### config.mk
export PLATFORM = sky130hd
export DESIGN_NAME = modular_exponentiation
export DESIGN_NICKNAME = d
export VERILOG_FILES = /design/src/design/modexp_pkg.sv /design/src/design/modexp_mulmod.sv /design/src/design/modexp_seq.sv /design/src/design/modular_exponentiation.sv
export SDC_FILE = /design/constraint.sdc
export NUM_CORES = 1
export LEC_CHECK = 0
export BUFFER_PORTS_ARGS = -buffer_cell sky130_fd_sc_hd__buf_2
export CAP_MARGIN = 20
export CORE_ASPECT_RATIO = 1.75
export CORE_MARGIN = 5
export CORE_UTILIZATION = 61
export CTS_CLUSTER_DIAMETER = 200
export DETAILED_ROUTE_END_ITERATION = 7
export GPL_TIMING_DRIVEN = 0
export PLACE_DENSITY = 0.92
export SLEW_MARGIN = 40
export SYNTH_ARGS = -nofsm -noshare
export SYNTH_HDL_FRONTEND = slang
export SYNTH_SLANG_ARGS = --single-unit
### constraint.sdc
create_clock -name clk -period 8.4 [get_ports clk]
set_clock_uncertainty 0.2 [all_clocks]
set_input_delay 1.68 -clock clk [delete_from_list [all_inputs] [get_ports clk]]
set_output_delay 1.68 -clock clk [all_outputs]
set_load 0.02 [all_outputs]
### src/design/modexp_pkg.sv
package modexp_pkg;

  // Field widths
  localparam int MOD_BITS = 31;
  localparam int EXP_BITS = 32;

  // Counter widths for the bit loops
  localparam int MOD_CNT_W = $clog2(MOD_BITS);
  localparam int EXP_CNT_W = $clog2(EXP_BITS);

  // Modulus after reset: 1e9 + 7
  localparam logic [MOD_BITS-1:0] MODULUS_RESET = MOD_BITS'(1000000007);

  // Command to the modular multiply unit
  typedef struct packed {
    logic                start;
    logic                reduce;  // reduce b modulo m instead of a*b mod m
    logic [MOD_BITS-1:0] a;
    logic [MOD_BITS-1:0] b;
  } mm_req_t;

  // Answer from the modular multiply unit
  typedef struct packed {
    logic                done;
    logic [MOD_BITS-1:0] res;
  } mm_rsp_t;

  // Sequencer states
  typedef enum logic [4:0] {
    S_IDLE = 5'b00001,
    S_RED  = 5'b00010,
    S_SQR  = 5'b00100,
    S_MUL  = 5'b01000,
    S_DONE = 5'b10000
  } state_t;

endpackage

### src/design/modexp_mulmod.sv
module modexp_mulmod (
  input  logic                           clk,
  input  logic                           rst_n,
  input  logic [modexp_pkg::MOD_BITS-1:0] modulus,
  input  modexp_pkg::mm_req_t            req,
  output modexp_pkg::mm_rsp_t            rsp
);

  localparam int W = modexp_pkg::MOD_BITS;

  logic [W-1:0]                     r_r, r_nxt;
  logic [W-1:0]                     sh_r, sh_nxt;
  logic [W-1:0]                     a_r, a_nxt;
  logic                             reduce_r, reduce_nxt;
  logic [modexp_pkg::MOD_CNT_W-1:0] cnt_r, cnt_nxt;
  logic                             busy_r, busy_nxt;
  logic                             done_r, done_nxt;

  logic         bit_in;
  logic [W:0]   m_ext;
  logic [W:0]   t0, t1, t2, t3;

  // Step: double (shift bit in if reducing), reduce, else add a if set, reduce
  always_comb begin
    bit_in = sh_r[W-1];
    m_ext  = {1'b0, modulus};
    t0     = {r_r, (reduce_r & bit_in)};
    t1     = (t0 >= m_ext) ? (t0 - m_ext) : t0;
    t2     = t1 + ((!reduce_r && bit_in) ? {1'b0, a_r} : '0);
    t3     = (t2 >= m_ext) ? (t2 - m_ext) : t2;
  end

  // Load a command, then walk the multiplier bits from the top
  always_comb begin
    r_nxt      = r_r;
    sh_nxt     = sh_r;
    a_nxt      = a_r;
    reduce_nxt = reduce_r;
    cnt_nxt    = cnt_r;
    busy_nxt   = busy_r;
    done_nxt   = 1'b0;
    if (busy_r) begin
      r_nxt   = t3[W-1:0];
      sh_nxt  = {sh_r[W-2:0], 1'b0};
      cnt_nxt = cnt_r + 1'b1;
      if (cnt_r == modexp_pkg::MOD_CNT_W'(W-1)) begin
        busy_nxt = 1'b0;
        done_nxt = 1'b1;
      end
    end else if (req.start) begin
      r_nxt      = '0;
      sh_nxt     = req.b;
      a_nxt      = req.a;
      reduce_nxt = req.reduce;
      cnt_nxt    = '0;
      busy_nxt   = 1'b1;
    end
  end

  always_ff @(posedge clk) begin
    r_r      <= r_nxt;
    sh_r     <= sh_nxt;
    a_r      <= a_nxt;
    reduce_r <= reduce_nxt;
    cnt_r    <= cnt_nxt;
    if (!rst_n) begin
      busy_r <= 1'b0;
      done_r <= 1'b0;
    end else begin
      busy_r <= busy_nxt;
      done_r <= done_nxt;
    end
  end

  assign rsp.done = done_r;
  assign rsp.res  = r_r;

endmodule

### src/design/modexp_seq.sv
module modexp_seq (
  input  logic                            clk,
  input  logic                            rst_n,
  input  logic [modexp_pkg::MOD_BITS-1:0] modulus,
  input  logic                            in_valid,
  output logic                            in_stall,
  input  logic [modexp_pkg::MOD_BITS-1:0] in_base,
  input  logic [modexp_pkg::EXP_BITS-1:0] in_exponent,
  output logic                            out_valid,
  input  logic                            out_stall,
  output logic [modexp_pkg::MOD_BITS-1:0] out_power,
  output modexp_pkg::mm_req_t             req,
  input  modexp_pkg::mm_rsp_t             rsp
);

  localparam int MW = modexp_pkg::MOD_BITS;
  localparam int EW = modexp_pkg::EXP_BITS;

  modexp_pkg::state_t               state_r, state_nxt;
  logic [MW-1:0]                    acc_r, acc_nxt;
  logic [MW-1:0]                    base_r, base_nxt;
  logic [EW-1:0]                    exp_r, exp_nxt;
  logic [modexp_pkg::EXP_CNT_W-1:0] cnt_r, cnt_nxt;
  logic                             start_r, start_nxt;
  logic                             out_valid_r, out_valid_nxt;
  logic [MW-1:0]                    power_r, power_nxt;

  // Step the exponent bit loop
  always_comb begin
    state_nxt     = state_r;
    acc_nxt       = acc_r;
    base_nxt      = base_r;
    exp_nxt       = exp_r;
    cnt_nxt       = cnt_r;
    start_nxt     = 1'b0;
    out_valid_nxt = out_valid_r;
    power_nxt     = power_r;

    // Drop the result once it is taken
    if (out_valid_r && !out_stall) begin
      out_valid_nxt = 1'b0;
    end

    case (state_r)
      modexp_pkg::S_IDLE: begin
        if (in_valid) begin
          base_nxt = in_base;
          exp_nxt  = in_exponent;
          cnt_nxt  = '0;
          if (modulus < MW'(2)) begin
            acc_nxt   = '0;
            state_nxt = modexp_pkg::S_DONE;
          end else begin
            acc_nxt   = MW'(1);
            state_nxt = modexp_pkg::S_RED;
            start_nxt = 1'b1;
          end
        end
      end
      modexp_pkg::S_RED: begin
        if (rsp.done) begin
          base_nxt  = rsp.res;
          state_nxt = modexp_pkg::S_SQR;
          start_nxt = 1'b1;
        end
      end
      modexp_pkg::S_SQR, modexp_pkg::S_MUL: begin
        if (rsp.done) begin
          acc_nxt = rsp.res;
          if (state_r == modexp_pkg::S_SQR && exp_r[EW-1]) begin
            state_nxt = modexp_pkg::S_MUL;
            start_nxt = 1'b1;
          end else if (cnt_r == modexp_pkg::EXP_CNT_W'(EW-1)) begin
            state_nxt = modexp_pkg::S_DONE;
          end else begin
            cnt_nxt   = cnt_r + 1'b1;
            exp_nxt   = {exp_r[EW-2:0], 1'b0};
            state_nxt = modexp_pkg::S_SQR;
            start_nxt = 1'b1;
          end
        end
      end
      modexp_pkg::S_DONE: begin
        if (!out_valid_r || !out_stall) begin
          out_valid_nxt = 1'b1;
          power_nxt     = acc_r;
          state_nxt     = modexp_pkg::S_IDLE;
        end
      end
      default: begin
        state_nxt = modexp_pkg::S_IDLE;
      end
    endcase
  end

  always_ff @(posedge clk) begin
    acc_r   <= acc_nxt;
    base_r  <= base_nxt;
    exp_r   <= exp_nxt;
    cnt_r   <= cnt_nxt;
    power_r <= power_nxt;
    if (!rst_n) begin
      state_r     <= modexp_pkg::S_IDLE;
      start_r     <= 1'b0;
      out_valid_r <= 1'b0;
    end else begin
      state_r     <= state_nxt;
      start_r     <= start_nxt;
      out_valid_r <= out_valid_nxt;
    end
  end

  // Pick the operands of the shared unit by phase
  always_comb begin
    req.start  = start_r;
    req.reduce = 1'b0;
    req.a      = acc_r;
    req.b      = acc_r;
    case (state_r)
      modexp_pkg::S_RED: begin
        req.reduce = 1'b1;
        req.a      = '0;
        req.b      = base_r;
      end
      modexp_pkg::S_MUL: begin
        req.b = base_r;
      end
      default: begin
        req.reduce = 1'b0;
      end
    endcase
  end

  assign in_stall  = (state_r != modexp_pkg::S_IDLE);
  assign out_valid = out_valid_r;
  assign out_power = power_r;

endmodule

### src/design/modular_exponentiation.sv
// Modular exponentiation: each item (in_base, in_exponent) returns
// out_power = in_base ^ in_exponent mod modulus, with the base reduced modulo
// the modulus first and an exponent of zero giving 1; a modulus of 0 or 1
// gives 0. The modulus resets to 1000000007; the user must write it through
// cfg_wr_en / cfg_wr_data only while no item is in flight, which the block
// itself does not enforce. One item is worked on at a time: a single
// bit-serial modular multiply unit (one bit per cycle) first reduces the base,
// then squares for each of the 32 exponent bits and multiplies once more for
// each set bit. A modulus below two skips the multiply unit and goes straight
// to the done state. The input stalls for the whole computation; the result
// waits in an output register.
module modular_exponentiation (
  input  logic                            clk,
  input  logic                            rst_n,
  input  logic                            cfg_wr_en,
  input  logic [modexp_pkg::MOD_BITS-1:0] cfg_wr_data,
  input  logic                            in_valid,
  output logic                            in_stall,
  input  logic [modexp_pkg::MOD_BITS-1:0] in_base,
  input  logic [modexp_pkg::EXP_BITS-1:0] in_exponent,
  output logic                            out_valid,
  input  logic                            out_stall,
  output logic [modexp_pkg::MOD_BITS-1:0] out_power
);

  logic [modexp_pkg::MOD_BITS-1:0] modulus_r, modulus_nxt;
  modexp_pkg::mm_req_t             mm_req;
  modexp_pkg::mm_rsp_t             mm_rsp;

  // Hold the modulus register
  always_comb begin
    modulus_nxt = modulus_r;
    if (cfg_wr_en) begin
      modulus_nxt = cfg_wr_data;
    end
  end

  always_ff @(posedge clk) begin
    if (!rst_n) begin
      modulus_r <= modexp_pkg::MODULUS_RESET;
    end else begin
      modulus_r <= modulus_nxt;
    end
  end

  modexp_seq u_seq (
    .clk         (clk),
    .rst_n       (rst_n),
    .modulus     (modulus_r),
    .in_valid    (in_valid),
    .in_stall    (in_stall),
    .in_base     (in_base),
    .in_exponent (in_exponent),
    .out_valid   (out_valid),
    .out_stall   (out_stall),
    .out_power   (out_power),
    .req         (mm_req),
    .rsp         (mm_rsp)
  );

  modexp_mulmod u_mulmod (
    .clk     (clk),
    .rst_n   (rst_n),
    .modulus (modulus_r),
    .req     (mm_req),
    .rsp     (mm_rsp)
  );

endmodule

Word level (Yosys, flattened, before mapping)
Index checks and enable logic that the tools add are counted.
Storage, ports and cells
  ROM bits: 0
  memory bits (writable): 0
  memories kept: 0
  output and inout bits: 33
  input bits: 99
  bits in latches: 0
  flip-flop bits (word level): 269
Operators by class
  equality and inequality tests: 14
  multiplexer cells: 49
  reductions and logical operators: 19
  add/subtract/negate cells: 5
  shifts and indexed selects: 0
  $mul: 0
  bitwise logic cells: 2
  div/mod/pow operators: 0
  $lt $le $gt $ge: 3
Operator list (count)
  two-way mux 31 bit: 10
  two-way mux 32 bit: 5
  one-hot mux 31 bit (2 select lines): 2
  two-way mux 5 bit: 13
  >= comparator 32 x 31 -> 1 bit: 2
  one-hot mux 32 bit (2 select lines): 1
  adder 32 x 31 -> 32 bit: 1
  subtractor 32 x 31 -> 32 bit: 1
  less-than comparator 31 x 2 -> 1 bit, second input constant: 1
  subtractor 31 bit: 1
  one-hot mux 5 bit (4 select lines): 1
  == test 5 bit, second input constant: 3
  two-way mux 1 bit: 15
  adder 5 x 1 -> 5 bit, second input constant: 2
  one-hot mux 5 bit (2 select lines): 1
  != test 2 x 1 -> 1 bit, second input constant: 3
  != test 2 bit, second input constant: 3
  AND reduction 2 bit: 3
  AND reduction 3 bit: 2
  nonzero test 2 bit: 3
  == test 5 x 1 -> 1 bit, second input constant: 1
  == test 5 x 2 -> 1 bit, second input constant: 1
  == test 5 x 3 -> 1 bit, second input constant: 1
  == test 5 x 4 -> 1 bit, second input constant: 1
  10 further kinds: 15

Logic depth before layout (Yosys ltp)
  word-level depth: 7
  depth in mapped cells: 36

Modules after synthesis
A second synthesis with hierarchy kept.
Unflattened totals
  cell total of the unflattened synthesis: 1705
  area total of the unflattened synthesis: 17003.8 µm²
Modules (own cells, without submodules)
  modexp_mulmod: instances 1, area each 9492.9 µm², cells an instance 1074, sequential area each 3002.9 µm²
  modexp_seq: instances 1, area each 6352.3 µm², cells an instance 531, sequential area each 4043.9 µm²
  modular_exponentiation: instances 1, area each 1158.6 µm², cells an instance 100, sequential area each 620.6 µm²

Worst setup path before layout
No wires, ideal clock.
  kind: register to register
  from: register u_mulmod.sh_r[30]
  to: register u_mulmod.r_r[1] (data pin)
  period minus slack after synthesis: 7.683 ns
  stages on the path, launching flop included: 37
  library setup time: 0.268 ns
  data arrival time: 7.215 ns
  path buffers: 3
  path slack: 0.717 ns
  cell sequence: edfxtp_1 > nand2_1 > ha_1 > inv_1 > fa_1 > a211oi_1 > o21ai_1 > a2111o_1 > a31o_1 > a31o_1 > a21oi_4 > clkbuf_1 > clkbuf_1 > o21ai_0 > ha_1 > inv_1 > fa_1 > nor2b_1 > o31ai_1 > a211oi_1 > o21ai_0 > nand2b_1 > a21o_1 > a211oi_1 > nor2_1 > ha_1 > o21ai_1 > nand2b_1 > a41oi_2 > a21oi_1 > o41a_1 > o2111a_1 > nor3b_1 > mux2i_4 > buf_2 > nand3_1 > o31ai_2
Between the ends
  word-level cells in the longest chain between the ends: 7
RTL lines
  start: declaration: line modexp_mulmod.sv:12  | logic [W-1:0] sh_r, sh_nxt;
  start signal: assignment: line modexp_mulmod.sv:62  | sh_r <= sh_nxt;
  AND 1 bit: line modexp_mulmod.sv:27  | t0 = {r_r, (reduce_r & bit_in)};
  subtractor 32 x 31 -> 32 bit / >= comparator 32 x 31 -> 1 bit (equally long branches): line modexp_mulmod.sv:28  | t1 = (t0 >= m_ext) ? (t0 - m_ext) : t0;
  two-way mux 32 bit: line modexp_mulmod.sv:28
  adder 32 x 31 -> 32 bit *: line modexp_mulmod.sv:29  | t2 = t1 + ((!reduce_r && bit_in) ? {1'b0, a_r} : '0);
  subtractor 31 bit / >= comparator 32 x 31 -> 1 bit (equally long branches): line modexp_mulmod.sv:30  | t3 = (t2 >= m_ext) ? (t2 - m_ext) : t2;
  two-way mux 31 bit *: line modexp_mulmod.sv:30
  two-way mux 31 bit *: line modexp_mulmod.sv:42  | if (busy_r) begin
  end signal: assignment: line modexp_mulmod.sv:61  | r_r <= r_nxt;
  end: declaration: line modexp_mulmod.sv:11  | logic [W-1:0] r_r, r_nxt;
Mark *: on every way between the ends. The rest lies on a longest branch, timed or not.
A chain may end at the register's enable or synchronous reset.

Worst setup path after layout
  from: register u_mulmod.sh_r[30]
  to: register u_mulmod.r_r[24] (data pin)
Same word-level chain as after synthesis.

==> results.sh <==
export IMPL_ff_latch_area_mm2=0.00767
export IMPL_postSynth_asyncResetShare=0
export IMPL_hpwlAfterDp_mm=35.6
export IMPL_grt_pass1_vias=13464
export IMPL_cts_root_buf="clkbuf_16"
export IMPL_worst_setup_path_type="flip-flop to flip-flop"
export IMPL_required_ps=8480
export IMPL_worst_slew_pin_slew_ps=842
export IMPL_crit_family="compound AO/OA/AOI/OAI gates"
export IMPL_initial_core_util=0.619
export IMPL_antenna_diode_count=0
export IMPL_final_nets=2025
export IMPL_synth_warnings=0
export IMPL_clk_latency_ps=540
export IMPL_hold_buffers=0
export IMPL_drt_total_wl_mm=46.5
export IMPL_synth_avg_cell_area_um2=9.87
export IMPL_die_w_um=133
export IMPL_grtUsageMet1=0.320
export IMPL_synth_area_mm2=0.0161
export IMPL_critical_path_slowest_cell="o41a_1"
export IMPL_ant_nets=0
export IMPL_placed_cell_area_mm2=0.0174
export IMPL_gp_congestion=0.974
export IMPL_clk_pin_slew_ps=70
export IMPL_crit_fanout=10
export IMPL_worstPathArrival_ps=8410
export IMPL_cp_buffers_inverters=6
export IMPL_port_buffers=130
export IMPL_min_path_type="flip-flop to flip-flop"
export IMPL_min_period_ps=8340
export IMPL_finalMaxSlewViolations=0
export IMPL_cts_buffer_depth=3
export IMPL_core_area_mm2=0.0261
export IMPL_crit_top_cell="ha_1"
export IMPL_gr_max_usage_layer="met2"
export IMPL_antenna_found_initial=0
export IMPL_grt_max_degree=38
export IMPL_synth_edf_count=228
export IMPL_relSlewSlack=0.438
export IMPL_wl_per_cell_um=21.5
export IMPL_io_pins=132
export IMPL_numCtsBuffers=25
export IMPL_start_kind="flip-flop"
export IMPL_dr_pass1_iters=5
export IMPL_vias=13183
export IMPL_cap_violations=0
export IMPL_vias_per_cell=6.09
export IMPL_finalHoldViolCount=0
export IMPL_ys_flop_type="edfxtp_1"
export IMPL_synth_cells=1636
export IMPL_status="finished clean"
export IMPL_die_h_um=225
export IMPL_grt_pass1_wl_mm=70.4
export IMPL_fmax_mhz=120
export IMPL_cpPeakStageDelay_ps=470
export IMPL_period_share=0.992
export IMPL_grt_util_met3=0.0304
export IMPL_drt_first_iter_violations=896
export IMPL_area_delta_synth_final_pct=17.4
export IMPL_post_route_drc_count=0
export IMPL_cts_sinks=269
export IMPL_fill_cells=1807
export IMPL_die_area_mm2=0.0299
export IMPL_synth_cell_type_count=68
export IMPL_final_cell_area_mm2=0.0190
export IMPL_rows=78
export IMPL_met2_usage=0.564
export IMPL_critPathCaptureType="flip-flop"
export IMPL_htree_levels=1
export IMPL_drive_above_1_share=0.167
export IMPL_syn_num_nets=1835
export IMPL_cts_tree="done"
export IMPL_multi_input_area_mm2=0.00849
export IMPL_ys_seq_elements=269
export IMPL_holdWs_ps=285
export IMPL_ys_seq_area_frac=0.475
export IMPL_finalSetupViolations=0
export IMPL_grt_overflow=0
export IMPL_grtUsageTotal=0.301
[through the flow]
stage,setup TNS (ps),std cells,utilization,setup WS (ps)
floorplan,0,1636,-,717
global placement,-47590,2086,0.660,-1620
detailed placement,-47750,2093,0.667,-1630
CTS,0,2153,0.715,5.80
global route,-3140,2164,0.727,-161
finish,0,2164,0.727,63.2
[final timing paths]
kind | from | end | slack [ps] | cells after the start
max | u_mulmod.sh_r[30] | u_mulmod.r_r[24] | 60 | 34
min | u_seq.acc_r[16] | u_seq.out_power[16] | 280 | 0
max reg2reg | u_mulmod.sh_r[30] | u_mulmod.r_r[24] | 60 | 34
min reg2reg | u_seq.acc_r[16] | u_seq.out_power[16] | 280 | 0
[sequential cells by signal, summed over array words and instances (netlist names), 5 cells and up]
| name | cells |
|---|---|
| u_seq.exp_r | 32 |
| modulus_r | 31 |
| u_mulmod.a_r | 31 |
| u_mulmod.r_r | 31 |
| u_mulmod.sh_r | 31 |
| u_seq.acc_r | 31 |
| u_seq.base_r | 31 |
| u_seq.out_power | 31 |
| u_mulmod.cnt_r | 5 |
| u_seq.cnt_r | 5 |
| u_seq.state_r | 5 |
[metal layers]
layer | vias up | part of all wire
met5 | - | 0
met4 | 0 | 0.075
met3 | 159 | 0.056
met2 | 543 | 0.52
met1 | 6227 | 0.35
li1 | 6254 | -
[layout by cell type (no fill, tap or decap), drive strengths merged, types with 24 or more instances in the layout]
master and instances:
nand2 305, edfxtp 228, buf 181, o21ai 107
and2 100, ha 97, nor2 96, a21oi 82
clkbuf 74, mux2i 66, inv 56, xnor2 50
a21o 44, dfxtp 41, xor2 38, nand3 26
o211ai 24
[cells in the mapped netlist, types with 9 or more instances]
cell type,instances,share of area
o211ai_1,24,0.011
nand2_1,305,0.071
nand2b_1,13,0.0050
o21ai_0,92,0.029
dfxtp_1,41,0.051
o21ai_1,15,0.0047
nor3_1,22,0.0068
a21o_1,44,0.020
clkbuf_1,54,0.013
ha_1,97,0.075
mux2i_1,65,0.040
xnor2_1,50,0.027
nand3_1,26,0.0081
a211oi_1,16,0.0074
o21bai_1,9,0.0042
inv_1,54,0.013
xor2_1,38,0.021
a21oi_1,81,0.025
and3_1,12,0.0047
o21a_1,12,0.0056
nor4_1,10,0.0039
edfxtp_1,228,0.42
and2_1,100,0.039
nand4_1,17,0.0066
nor2_1,96,0.022
[timing repair]
action / CTS / global route
setup buffers: 15 / 12
pin swaps: 19 / 25
setup endpoints to repair: 31 / 31
gates resized for setup: 61 / 42
[worst register-to-register path: cells and delay by family, from the launching register on]
kind | cells | cell delay (ps)
AO/OA/AOI/OAI | 17 | 3990
XOR/XNOR | 1 | 230
adder cells (fa/ha/maj) | 4 | 1220
buffers and inverters | 6 | 910
flip-flops | 1 | 450
multiplexers | 1 | 190
AND/OR/NAND/NOR | 5 | 910
[kinds of logic after synthesis]
kind of cell / after synthesis / share of synthesized area
mux: 68 / 0.0431
xor+xnor: 88 / 0.0478
flops: 269 / 0.475
buf+inv: 120 / 0.0295
simple gates: 628 / 0.179
compound gates: 363 / 0.147
fa+ha+maj: 100 / 0.0789
[cell type report]
type	instances	share of cell area
multi-input combinational	1247	0.448
sequential	269	0.405
timing repair buffer	165	0.0545
clock buffer	26	0.0332
tap	320	0.0211
buffer	64	0.0166
clock inverter	19	0.0115
inverter	54	0.0107
Power is left out: the tool's default activity adds up to more than one toggle a clock period on the data nets, which glitch-free logic cannot reach.
